$ cat src/gpj_pkg.sv
// ----------------------------------------------------------------------------
// gpj_pkg : shared constants and helpers for the gamepad report converter
// Report layout offsets, stick centre, d-pad bit masks and hat decoding.
// ----------------------------------------------------------------------------
package gpj_pkg;

	localparam int unsigned BYTE_W  = 8;
	localparam int unsigned DIR_W   = 4;
	localparam int unsigned DZONE_W = 7;
	localparam int unsigned HAT_W   = 4;

	localparam logic [BYTE_W-1:0]  ID_BYTE       = 8'h01;
	localparam logic [BYTE_W-1:0]  STICK_CENTRE  = 8'd128;
	localparam logic [BYTE_W-1:0]  MIN_LEN_M1    = 8'd19;   // length 20 minus the final byte
	localparam logic [BYTE_W-1:0]  COUNT_MAX     = 8'd255;
	localparam logic [DZONE_W-1:0] DEAD_ZONE_RST = 7'd50;

	// data positions after the optional report ID
	localparam logic [BYTE_W-1:0] POS_DPAD = 8'd1;
	localparam logic [BYTE_W-1:0] POS_FACE = 8'd2;
	localparam logic [BYTE_W-1:0] POS_LX   = 8'd5;
	localparam logic [BYTE_W-1:0] POS_LY   = 8'd6;
	localparam logic [BYTE_W-1:0] POS_RX   = 8'd7;
	localparam logic [BYTE_W-1:0] POS_RY   = 8'd8;

	// d-pad and face byte masks
	localparam logic [BYTE_W-1:0] DPAD_UP    = 8'h10;
	localparam logic [BYTE_W-1:0] DPAD_RIGHT = 8'h20;
	localparam logic [BYTE_W-1:0] DPAD_DOWN  = 8'h40;
	localparam logic [BYTE_W-1:0] DPAD_LEFT  = 8'h80;
	localparam logic [BYTE_W-1:0] FACE_CROSS  = 8'h40;
	localparam logic [BYTE_W-1:0] FACE_CIRCLE = 8'h20;

	localparam logic [HAT_W-1:0] HAT_CENTRED = 4'd8;

	// direction bits: 0 up, 1 down, 2 left, 3 right
	localparam logic [DIR_W-1:0] DIR_UP         = 4'h1;
	localparam logic [DIR_W-1:0] DIR_UP_RIGHT   = 4'h9;
	localparam logic [DIR_W-1:0] DIR_RIGHT      = 4'h8;
	localparam logic [DIR_W-1:0] DIR_DOWN_RIGHT = 4'hA;
	localparam logic [DIR_W-1:0] DIR_DOWN       = 4'h2;
	localparam logic [DIR_W-1:0] DIR_DOWN_LEFT  = 4'h6;
	localparam logic [DIR_W-1:0] DIR_LEFT       = 4'h4;
	localparam logic [DIR_W-1:0] DIR_UP_LEFT    = 4'h5;

	// d-pad bits to hat: up over down over right over left
	function automatic logic [HAT_W-1:0] hat_of(input logic [BYTE_W-1:0] d);
		logic [HAT_W-1:0] h;
		if ((d & DPAD_UP) != '0) begin
			if ((d & DPAD_RIGHT) != '0)     h = 4'd1;
			else if ((d & DPAD_LEFT) != '0) h = 4'd7;
			else                            h = 4'd0;
		end else if ((d & DPAD_DOWN) != '0) begin
			if ((d & DPAD_RIGHT) != '0)     h = 4'd3;
			else if ((d & DPAD_LEFT) != '0) h = 4'd5;
			else                            h = 4'd4;
		end else if ((d & DPAD_RIGHT) != '0) begin
			h = 4'd2;
		end else if ((d & DPAD_LEFT) != '0) begin
			h = 4'd6;
		end else begin
			h = HAT_CENTRED;
		end
		return h;
	endfunction

	// hat value (0..7) to direction bits
	function automatic logic [DIR_W-1:0] hat_to_dir(input logic [HAT_W-1:0] h);
		logic [DIR_W-1:0] r;
		case (h[2:0])
			3'd0:    r = DIR_UP;
			3'd1:    r = DIR_UP_RIGHT;
			3'd2:    r = DIR_RIGHT;
			3'd3:    r = DIR_DOWN_RIGHT;
			3'd4:    r = DIR_DOWN;
			3'd5:    r = DIR_DOWN_LEFT;
			3'd6:    r = DIR_LEFT;
			default: r = DIR_UP_LEFT;
		endcase
		return r;
	endfunction

endpackage

$ cat src/gpj_in_if.sv
// ----------------------------------------------------------------------------
// gpj_in_if : report byte stream channel
// One report byte per beat, with a flag on the final byte of a report.
// ----------------------------------------------------------------------------
interface gpj_in_if import gpj_pkg::*; ();
	logic              valid;
	logic              ready;
	logic [BYTE_W-1:0] report_byte;
	logic              report_end;

	modport source (output valid, output report_byte, output report_end, input ready);
	modport sink   (input valid, input report_byte, input report_end, output ready);
endinterface

$ cat src/gpj_out_if.sv
// ----------------------------------------------------------------------------
// gpj_out_if : joystick result channel
// One beat per finished report: two directions, two fire bits, commit flag.
// ----------------------------------------------------------------------------
interface gpj_out_if import gpj_pkg::*; ();
	logic             valid;
	logic             ready;
	logic [DIR_W-1:0] left_direction;
	logic             main_fire;
	logic [DIR_W-1:0] right_direction;
	logic             second_fire;
	logic             report_accepted;

	modport source (output valid, output left_direction, output main_fire,
		output right_direction, output second_fire, output report_accepted,
		input ready);
	modport sink (input valid, input left_direction, input main_fire,
		input right_direction, input second_fire, input report_accepted,
		output ready);
endinterface

$ cat src/gpj_stick_dir.sv
// ----------------------------------------------------------------------------
// gpj_stick_dir : stick position to direction bits
// Compares both axes against centre plus and minus the dead zone.
// ----------------------------------------------------------------------------
module gpj_stick_dir import gpj_pkg::*; (
	input  logic [BYTE_W-1:0]  x,
	input  logic [BYTE_W-1:0]  y,
	input  logic [DZONE_W-1:0] dead_zone,
	output logic [DIR_W-1:0]   dir
);

	logic [BYTE_W-1:0] lo_lim;
	logic [BYTE_W-1:0] hi_lim;

	// centre 128 and dead zone below 128 keep both limits inside a byte
	assign lo_lim = STICK_CENTRE - {1'b0, dead_zone};
	assign hi_lim = STICK_CENTRE + {1'b0, dead_zone};

	// set one bit per exceeded limit
	assign dir[0] = (y < lo_lim);
	assign dir[1] = (y > hi_lim);
	assign dir[2] = (x < lo_lim);
	assign dir[3] = (x > hi_lim);

endmodule

$ cat src/gamepad_report_to_joystick.sv
// ----------------------------------------------------------------------------
// gamepad_report_to_joystick : gamepad input report to joystick directions
// Parses a byte stream of gamepad reports and returns directions and fire bits.
// ----------------------------------------------------------------------------
// Usage:
//   report_in carries one report byte per beat; report_end marks the final
//   byte. A leading 0x01 is taken as a report ID and skipped. D-pad, face
//   and stick bytes are captured per report and committed at its end when
//   the report is at least 20 bytes long; shorter reports keep old values.
//   joy_out gives one beat per final byte: left and right directions, two
//   fire bits and report_accepted. No beat is given for other bytes.
//   cfg_we/cfg_wdata write the stick dead zone; write only while idle.
// Timing:
//   One byte per cycle sustained unless a final byte meets a held result.
//   A byte is held in the input register, then the parse and commit logic
//   loads the result register from it, which drives joy_out.
// Reset and stall:
//   Reset centres the sticks, releases the d-pad, clears the face buttons
//   and the byte counter, and sets the dead zone to 50. While joy_out is
//   stalled with a result held, non-final bytes still flow; a final byte
//   waits in the input register until the held result is taken.
// ----------------------------------------------------------------------------
module gamepad_report_to_joystick import gpj_pkg::*; #(
	parameter logic [DZONE_W-1:0] DEAD_ZONE_RESET = DEAD_ZONE_RST
) (
	input  logic               clk,
	input  logic               arst_n,
	input  logic               cfg_we,
	input  logic [DZONE_W-1:0] cfg_wdata,
	gpj_in_if.sink             report_in,
	gpj_out_if.source          joy_out
);

	logic                valid_s1;
	logic [BYTE_W-1:0]   byte_s1;
	logic                end_s1;
	logic                advance_s1;

	logic [DZONE_W-1:0]  dead_zone_q;
	logic [BYTE_W-1:0]   count_q;
	logic                has_id_q;
	logic [BYTE_W-1:0]   shadow_q [6];
	logic [HAT_W-1:0]    hat_q;
	logic [BYTE_W-1:0]   face_q;
	logic [BYTE_W-1:0]   stick_q [4];

	logic                id_now;
	logic [BYTE_W-1:0]   dpos;
	logic                in_data;
	logic                commit;
	logic [HAT_W-1:0]    hat_nx;
	logic [BYTE_W-1:0]   face_nx;
	logic [BYTE_W-1:0]   stick_nx [4];
	logic [DIR_W-1:0]    left_stick_dir;
	logic [DIR_W-1:0]    right_stick_dir;
	logic [DIR_W-1:0]    left_dir;

	logic                out_valid_q;
	logic [DIR_W-1:0]    left_q;
	logic                main_q;
	logic [DIR_W-1:0]    right_q;
	logic                second_q;
	logic                acc_q;

	// advance the input register unless a final byte meets a held result
	assign advance_s1      = valid_s1 && (!end_s1 || !out_valid_q || joy_out.ready);
	assign report_in.ready = !valid_s1 || advance_s1;

	// hold one input beat
	always_ff @(posedge clk or negedge arst_n) begin
		if (!arst_n) begin
			valid_s1 <= 1'b0;
		end else if (report_in.ready) begin
			valid_s1 <= report_in.valid;
		end
	end

	always_ff @(posedge clk) begin
		if (report_in.ready && report_in.valid) begin
			byte_s1 <= report_in.report_byte;
			end_s1  <= report_in.report_end;
		end
	end

	// dead zone register
	always_ff @(posedge clk or negedge arst_n) begin
		if (!arst_n) begin
			dead_zone_q <= DEAD_ZONE_RESET;
		end else if (cfg_we) begin
			dead_zone_q <= cfg_wdata;
		end
	end

	// locate the byte within the report data
	assign id_now  = has_id_q || ((count_q == '0) && (byte_s1 == ID_BYTE));
	assign in_data = (count_q >= {{(BYTE_W-1){1'b0}}, id_now});
	assign dpos    = count_q - {{(BYTE_W-1){1'b0}}, id_now};

	// track position and report ID, clear both after a final byte
	always_ff @(posedge clk or negedge arst_n) begin
		if (!arst_n) begin
			count_q  <= '0;
			has_id_q <= 1'b0;
		end else if (advance_s1) begin
			if (end_s1) begin
				count_q  <= '0;
				has_id_q <= 1'b0;
			end else begin
				if (count_q != COUNT_MAX) count_q <= count_q + 1'b1;
				has_id_q <= id_now;
			end
		end
	end

	// capture shadow fields
	always_ff @(posedge clk) begin
		if (advance_s1 && in_data) begin
			case (dpos)
				POS_DPAD: shadow_q[0] <= byte_s1;
				POS_FACE: shadow_q[1] <= byte_s1;
				POS_LX:   shadow_q[2] <= byte_s1;
				POS_LY:   shadow_q[3] <= byte_s1;
				POS_RX:   shadow_q[4] <= byte_s1;
				POS_RY:   shadow_q[5] <= byte_s1;
				default:  ;
			endcase
		end
	end

	// commit on a final byte of a long enough report
	assign commit  = advance_s1 && end_s1 && (count_q >= MIN_LEN_M1);
	assign hat_nx  = commit ? hat_of(shadow_q[0]) : hat_q;
	assign face_nx = commit ? shadow_q[1] : face_q;

	always_comb begin
		for (int i = 0; i < 4; i++) begin
			stick_nx[i] = commit ? shadow_q[2+i] : stick_q[i];
		end
	end

	always_ff @(posedge clk or negedge arst_n) begin
		if (!arst_n) begin
			hat_q  <= HAT_CENTRED;
			face_q <= '0;
			for (int i = 0; i < 4; i++) stick_q[i] <= STICK_CENTRE;
		end else if (commit) begin
			hat_q  <= hat_nx;
			face_q <= face_nx;
			for (int i = 0; i < 4; i++) stick_q[i] <= stick_nx[i];
		end
	end

	// stick directions from the values in force after this byte
	gpj_stick_dir u_left_dir (
		.x         (stick_nx[0]),
		.y         (stick_nx[1]),
		.dead_zone (dead_zone_q),
		.dir       (left_stick_dir)
	);

	gpj_stick_dir u_right_dir (
		.x         (stick_nx[2]),
		.y         (stick_nx[3]),
		.dead_zone (dead_zone_q),
		.dir       (right_stick_dir)
	);

	// a pressed d-pad overrides the left stick
	assign left_dir = (hat_nx < HAT_CENTRED) ? hat_to_dir(hat_nx) : left_stick_dir;

	// result register: load on a final byte, drop when taken
	always_ff @(posedge clk or negedge arst_n) begin
		if (!arst_n) begin
			out_valid_q <= 1'b0;
		end else if (advance_s1 && end_s1) begin
			out_valid_q <= 1'b1;
		end else if (joy_out.ready) begin
			out_valid_q <= 1'b0;
		end
	end

	always_ff @(posedge clk) begin
		if (advance_s1 && end_s1) begin
			left_q   <= left_dir;
			main_q   <= ((face_nx & FACE_CROSS) != '0);
			right_q  <= right_stick_dir;
			second_q <= ((face_nx & FACE_CIRCLE) != '0);
			acc_q    <= commit;
		end
	end

	assign joy_out.valid           = out_valid_q;
	assign joy_out.left_direction  = left_q;
	assign joy_out.main_fire       = main_q;
	assign joy_out.right_direction = right_q;
	assign joy_out.second_fire     = second_q;
	assign joy_out.report_accepted = acc_q;

	// an empty input register always takes a beat
	a_ready_when_empty: assert property (@(posedge clk) disable iff (!arst_n)
		!valid_s1 |-> report_in.ready)
		else $error("input register empty but not ready");

	// a final byte leaves the report state cleared
	a_end_clears: assert property (@(posedge clk) disable iff (!arst_n)
		advance_s1 && end_s1 |=> (count_q == '0) && !has_id_q)
		else $error("report state not cleared after final byte");

	// the byte counter saturates
	a_count_sat: assert property (@(posedge clk) disable iff (!arst_n)
		advance_s1 && !end_s1 && (count_q == COUNT_MAX) |=> count_q == COUNT_MAX)
		else $error("byte counter wrapped");

	// a long report yields an accepted result beat
	a_commit_result: assert property (@(posedge clk) disable iff (!arst_n)
		commit |=> joy_out.valid && joy_out.report_accepted)
		else $error("committed report without accepted result");

endmodule
$ cat src/flat_wrapper.sv
// flat-port wrapper written by rule: the top's interface ports become plain ports
module gamepad_report_to_joystick_flat import gpj_pkg::*;
#(
	parameter logic [DZONE_W-1:0] DEAD_ZONE_RESET = DEAD_ZONE_RST
)
  (clk, arst_n, cfg_we, cfg_wdata, report_in_valid, report_in_report_byte, report_in_report_end, report_in_ready, joy_out_valid, joy_out_left_direction, joy_out_main_fire, joy_out_right_direction, joy_out_second_fire, joy_out_report_accepted, joy_out_ready);
  gpj_in_if report_in_i ();
  gpj_out_if joy_out_i ();
  input  logic clk;
  input  logic arst_n;
  input  logic cfg_we;
  input  logic [DZONE_W-1:0] cfg_wdata;
  input wire logic [$bits(report_in_i.valid)-1:0] report_in_valid;
  input wire logic [$bits(report_in_i.report_byte)-1:0] report_in_report_byte;
  input wire logic [$bits(report_in_i.report_end)-1:0] report_in_report_end;
  output wire logic [$bits(report_in_i.ready)-1:0] report_in_ready;
  output wire logic [$bits(joy_out_i.valid)-1:0] joy_out_valid;
  output wire logic [$bits(joy_out_i.left_direction)-1:0] joy_out_left_direction;
  output wire logic [$bits(joy_out_i.main_fire)-1:0] joy_out_main_fire;
  output wire logic [$bits(joy_out_i.right_direction)-1:0] joy_out_right_direction;
  output wire logic [$bits(joy_out_i.second_fire)-1:0] joy_out_second_fire;
  output wire logic [$bits(joy_out_i.report_accepted)-1:0] joy_out_report_accepted;
  input wire logic [$bits(joy_out_i.ready)-1:0] joy_out_ready;
  assign report_in_i.valid = report_in_valid;
  assign report_in_i.report_byte = report_in_report_byte;
  assign report_in_i.report_end = report_in_report_end;
  assign report_in_ready = report_in_i.ready;
  assign joy_out_valid = joy_out_i.valid;
  assign joy_out_left_direction = joy_out_i.left_direction;
  assign joy_out_main_fire = joy_out_i.main_fire;
  assign joy_out_right_direction = joy_out_i.right_direction;
  assign joy_out_second_fire = joy_out_i.second_fire;
  assign joy_out_report_accepted = joy_out_i.report_accepted;
  assign joy_out_i.ready = joy_out_ready;
  gamepad_report_to_joystick #(.DEAD_ZONE_RESET(DEAD_ZONE_RESET)) u_core (.clk(clk), .arst_n(arst_n), .cfg_we(cfg_we), .cfg_wdata(cfg_wdata), .report_in(report_in_i), .joy_out(joy_out_i));
endmodule
$ cat config.mk
export PLATFORM = sky130hd
export DESIGN_NAME = gamepad_report_to_joystick_flat
export DESIGN_NICKNAME = d
export VERILOG_FILES = /design/src/gpj_pkg.sv /design/src/gpj_in_if.sv /design/src/gpj_out_if.sv /design/src/gpj_stick_dir.sv /design/src/gamepad_report_to_joystick.sv /design/src/flat_wrapper.sv
export SDC_FILE = /design/constraint.sdc
export NUM_CORES = 1
export LEC_CHECK = 0
export BUFFER_PORTS_ARGS = -buffer_cell sky130_fd_sc_hd__buf_2
export CORE_MARGIN = 10
export CORE_UTILIZATION = 50
export DETAILED_ROUTE_END_ITERATION = 10
export PLACE_DENSITY_LB_ADDON = 0.25
export SYNTH_ARGS = -nofsm -noshare
export SYNTH_HDL_FRONTEND = slang
export SYNTH_SLANG_ARGS = --single-unit
$ cat constraint.sdc
create_clock -name clk -period 11.5 [get_ports clk]
set_input_delay 0.575 -clock clk [delete_from_list [all_inputs] [get_ports clk]]
set_output_delay 0.575 -clock clk [all_outputs]
set_load 0.01 [all_outputs]
==> results.md <==
- Worst EP arrival: 4250 ps
- Sw Ratio: 0.259
- Synthesized Nets: 551
- Fin crit share: 0.359
- Number of global-route vias before repair: just under 4000
- Setup crit start kind: flip-flop
- Hold Vio Cnt, Final: 0
- Cts bufs inserted: 17
- Final Skew: around 9.4 ps
- Fin. max-slew vios: 0
- Initial Util: 0.512
- Yosys reg bits: ~110
- Die Footprint: 17200 µm²
- Largest net degree at the start of global routing: 80
- Yosys warning count: 0
- Setup TNS: 0 ps
- CP max FO: 6
- Clock group share of total power: 0.473
- Die W: approximately 130 µm
- Port buffer count: 33
- Cell total after placement: 663
- H-tree Lvls: 4
- Pwr Density: approximately 150 nW/µm²
- Slew @ Worst Pin: 1030 ps
- Root Driver: clkbuf_16
- Fillers: a little under 1000
- Routed Antenna Nets: 0
- Crit Reg-Reg Endpoint: u_core.shadow_q[5][4]
- Worst-case vdd ir drop: between 100 and 150 µV
- Row cnt: 40
- Endpoint class of the critical path: flip-flop
- Outcome: finished clean
- Crit path required time: ~12000 ps
- Post-CTS Setup Repair Bufs: 0
- Hold buffer count at CTS: 0
- First-pass GRT wire length: 20600 µm
- Comb power frac: 0.084
- Post-Synthesis Cells: ~470
- Nets: 596
- FF-to-FF setup slack: 7380 ps
- Finished Layout Cells: about 700
- Die H: between 100 and 150 µm
- Maximum capacitance violations: 0
- Post-route DRC: 0
- Tmin final: a little over 4000 ps
- P_int: between 700 and 800 µW
- Layout area overhead: 14.0%
- Via count: about 3800
- Synth cell types: 56
- Slew Limit Headroom: 0.312
- GP Congestion: between 0.8 and 0.9
- Switching pwr: around 270 µW
- Seq pwr share: 0.444
- Later-pin clock latency in the skew report: around 420 ps
- Syn Area/Cell: around 13 µm²
- Clock Pin Slew Worst Setup and Hold Paths: about 50 ps
- Lkg Pwr: 0.00307 µW
- I/O pin cnt: 34
- Worst Setup SP: u_core.count_q[0]
- GRT Residual Overflow: 0
- Final Setup Violations: 0
- Seq/Total Area, Yosys: 0.511
- Post-synth EDFFs: 58
- Power, Total: approximately 1000 µW
- Via density: around 5.5
- PostCTS Resize Cnt: 0
- Synth async-reset ratio: 0.491
- Critical setup path kind: flip-flop to flip-flop
- RSZ-0062 raised after global routing: false
- Initial antenna violation count: 0
- Core area: about 12000 µm²
- Post-Route WL: approximately 13000 µm
- Dominant synthesized flop cell: edfxtp_1
- R2R cell count: 12
- Clock Sinks: between 100 and 150
- Most frequent cells in the layout: ha_1 (61), edfxtp_1 (58), dfrtp_1 (48)
- Critical R2R Launch: u_core.count_q[0]
- Most common cell after layout, fill and taps aside: ha_1
- Post-DP HPWL: ~9200 µm
- Max clock buf depth: 2
- Peak Freq: about 0.24 GHz
- Worst setup path endpoint: u_core.shadow_q[5][4]
- Worst Hold Class: primary input to async pin
- Cell Area, Synth: between 6000 and 7000 µm²
- CTS tree: built
- Layout cells sized above 1: 0.292
- Total GRT Usage: 0.150
- Initial DRC Count: 204
- TritonRoute pass-1 iters: 4
- Number of diodes: 0
- WL per Instance: 18.3 µm
-- through the flow --
| stage | setup WS, ps | utilization | hold WS, ps | area (µm²) |
|---|---|---|---|---|
| global placement | 7450 | 0.538 | 486 | 6490 |
| floorplan | 7610 | - | 279 | 6180 |
| finish | 7380 | 0.584 | 304 | 7040 |
| global route | 7130 | 0.584 | 315 | 7040 |
| detailed placement | 7360 | 0.538 | 490 | 6490 |
| CTS | 7320 | 0.584 | 317 | 7040 |
-- registers in the layout, summed over array words and instances (netlist names) --
register and cells:
u_core.stick_q 32, u_core.joy_out.report_accepted 1, u_core.dead_zone_q 7, u_core.joy_out.valid 1, u_core.byte_s1 8, u_core.joy_out.left_direction 4, u_core.count_q 8, u_core.joy_out.second_fire 1
u_core.face_q 2, u_core.hat_q 4, u_core.has_id_q 1, u_core.shadow_q 38, u_core.joy_out.right_direction 4, u_core.valid_s1 1, u_core.end_s1 1, u_core.joy_out.main_fire 1
-- worst min path at each step --
stage | end | slack (ps) | cells after the start
after global routing | u_core.end_s1 | 320 | 1
after global placement | u_core.stick_q[0] | 490 | 1
final | u_core.count_q[5] | 300 | 2
after detailed placement | u_core.stick_q[24] | 490 | 1
after floorplan | u_core.count_q[0] | 280 | 0
after CTS | u_core.byte_s1[7] | 320 | 1
-- cell type report --
type / count / area [µm²] / share of cell area
well taps: 168 / 210 / 0.0299
inverters: 22 / 83.8 / 0.0119
clock buffers: 19 / 454 / 0.0645
repair buffers: 38 / 203 / 0.0288
flip-flops and latches: 114 / 3150 / 0.448
multi-input cells: 321 / 2840 / 0.403
clock inverters: 13 / 98.8 / 0.0140
-- power by group through the flow --
stage	clock network (µW)	registers, µW	logic, µW
4_1_cts	494	459	87.5
3_5_place_dp	0	467	87.0
6_report	489	459	86.8
2_1_floorplan	0	460	61.1
3_3_place_gp	0	466	83.5
5_1_grt	510	461	98.3
-- layer usage --
layer / global-route usage / wire (µm) / part of all wire
met1: 0.191 / 6200 / 0.49
met2: 0.233 / 5770 / 0.45
met3: 0.0400 / 531 / 0.042
met4: 0.0663 / 242 / 0.019
met5: 0 / 0 / 0
-- cell families (layout without fill, tap and decap cells) --
group / Yosys count / count (layout) / synth area share
compound gates: 78 / 78 / 0.0849
xor+xnor: 14 / 14 / 0.0199
fa+ha+maj: 61 / 61 / 0.124
buf+inv: 34 / 92 / 0.0302
flops: 114 / 114 / 0.511
mux: 66 / 66 / 0.138
simple gates: 102 / 102 / 0.0928
-- worst max-delay path: stages (launching register included) --
cell and delay (ps):
dfrtp_1 410, inv_1 140, ha_1 170, or4b_2 580, nor3_1 140, a41o_2 220
ha_1 160, ha_1 180, nor3b_1 240, xor2_1 120, a2111oi_2 360, nor4b_1 810
buf_4 300
-- Yosys cell counts, types with 4 or more instances --
cell	count	area, µm²
ha_1	61	763
edfxtp_1	58	1740
dfrtp_1	48	1200
mux2_2	33	372
mux2_4	30	450
inv_1	21	78.8
nand2_1	20	75.1
o21ai_0	19	95.1
a21oi_1	15	75.1
nand3_1	14	70.1
nor2_1	14	52.6
xnor2_1	12	105
nor2b_1	10	62.6
nor3_1	9	45.0
o21a_1	9	67.6
dfstp_2	8	210
o211ai_1	8	60.1
buf_6	7	78.8
nor4_1	6	37.5
a2111oi_0	5	43.8
nand2b_1	5	31.3
and3_1	4	25.0
nand4_1	4	25.0
(Power assumes the default switching activity.)
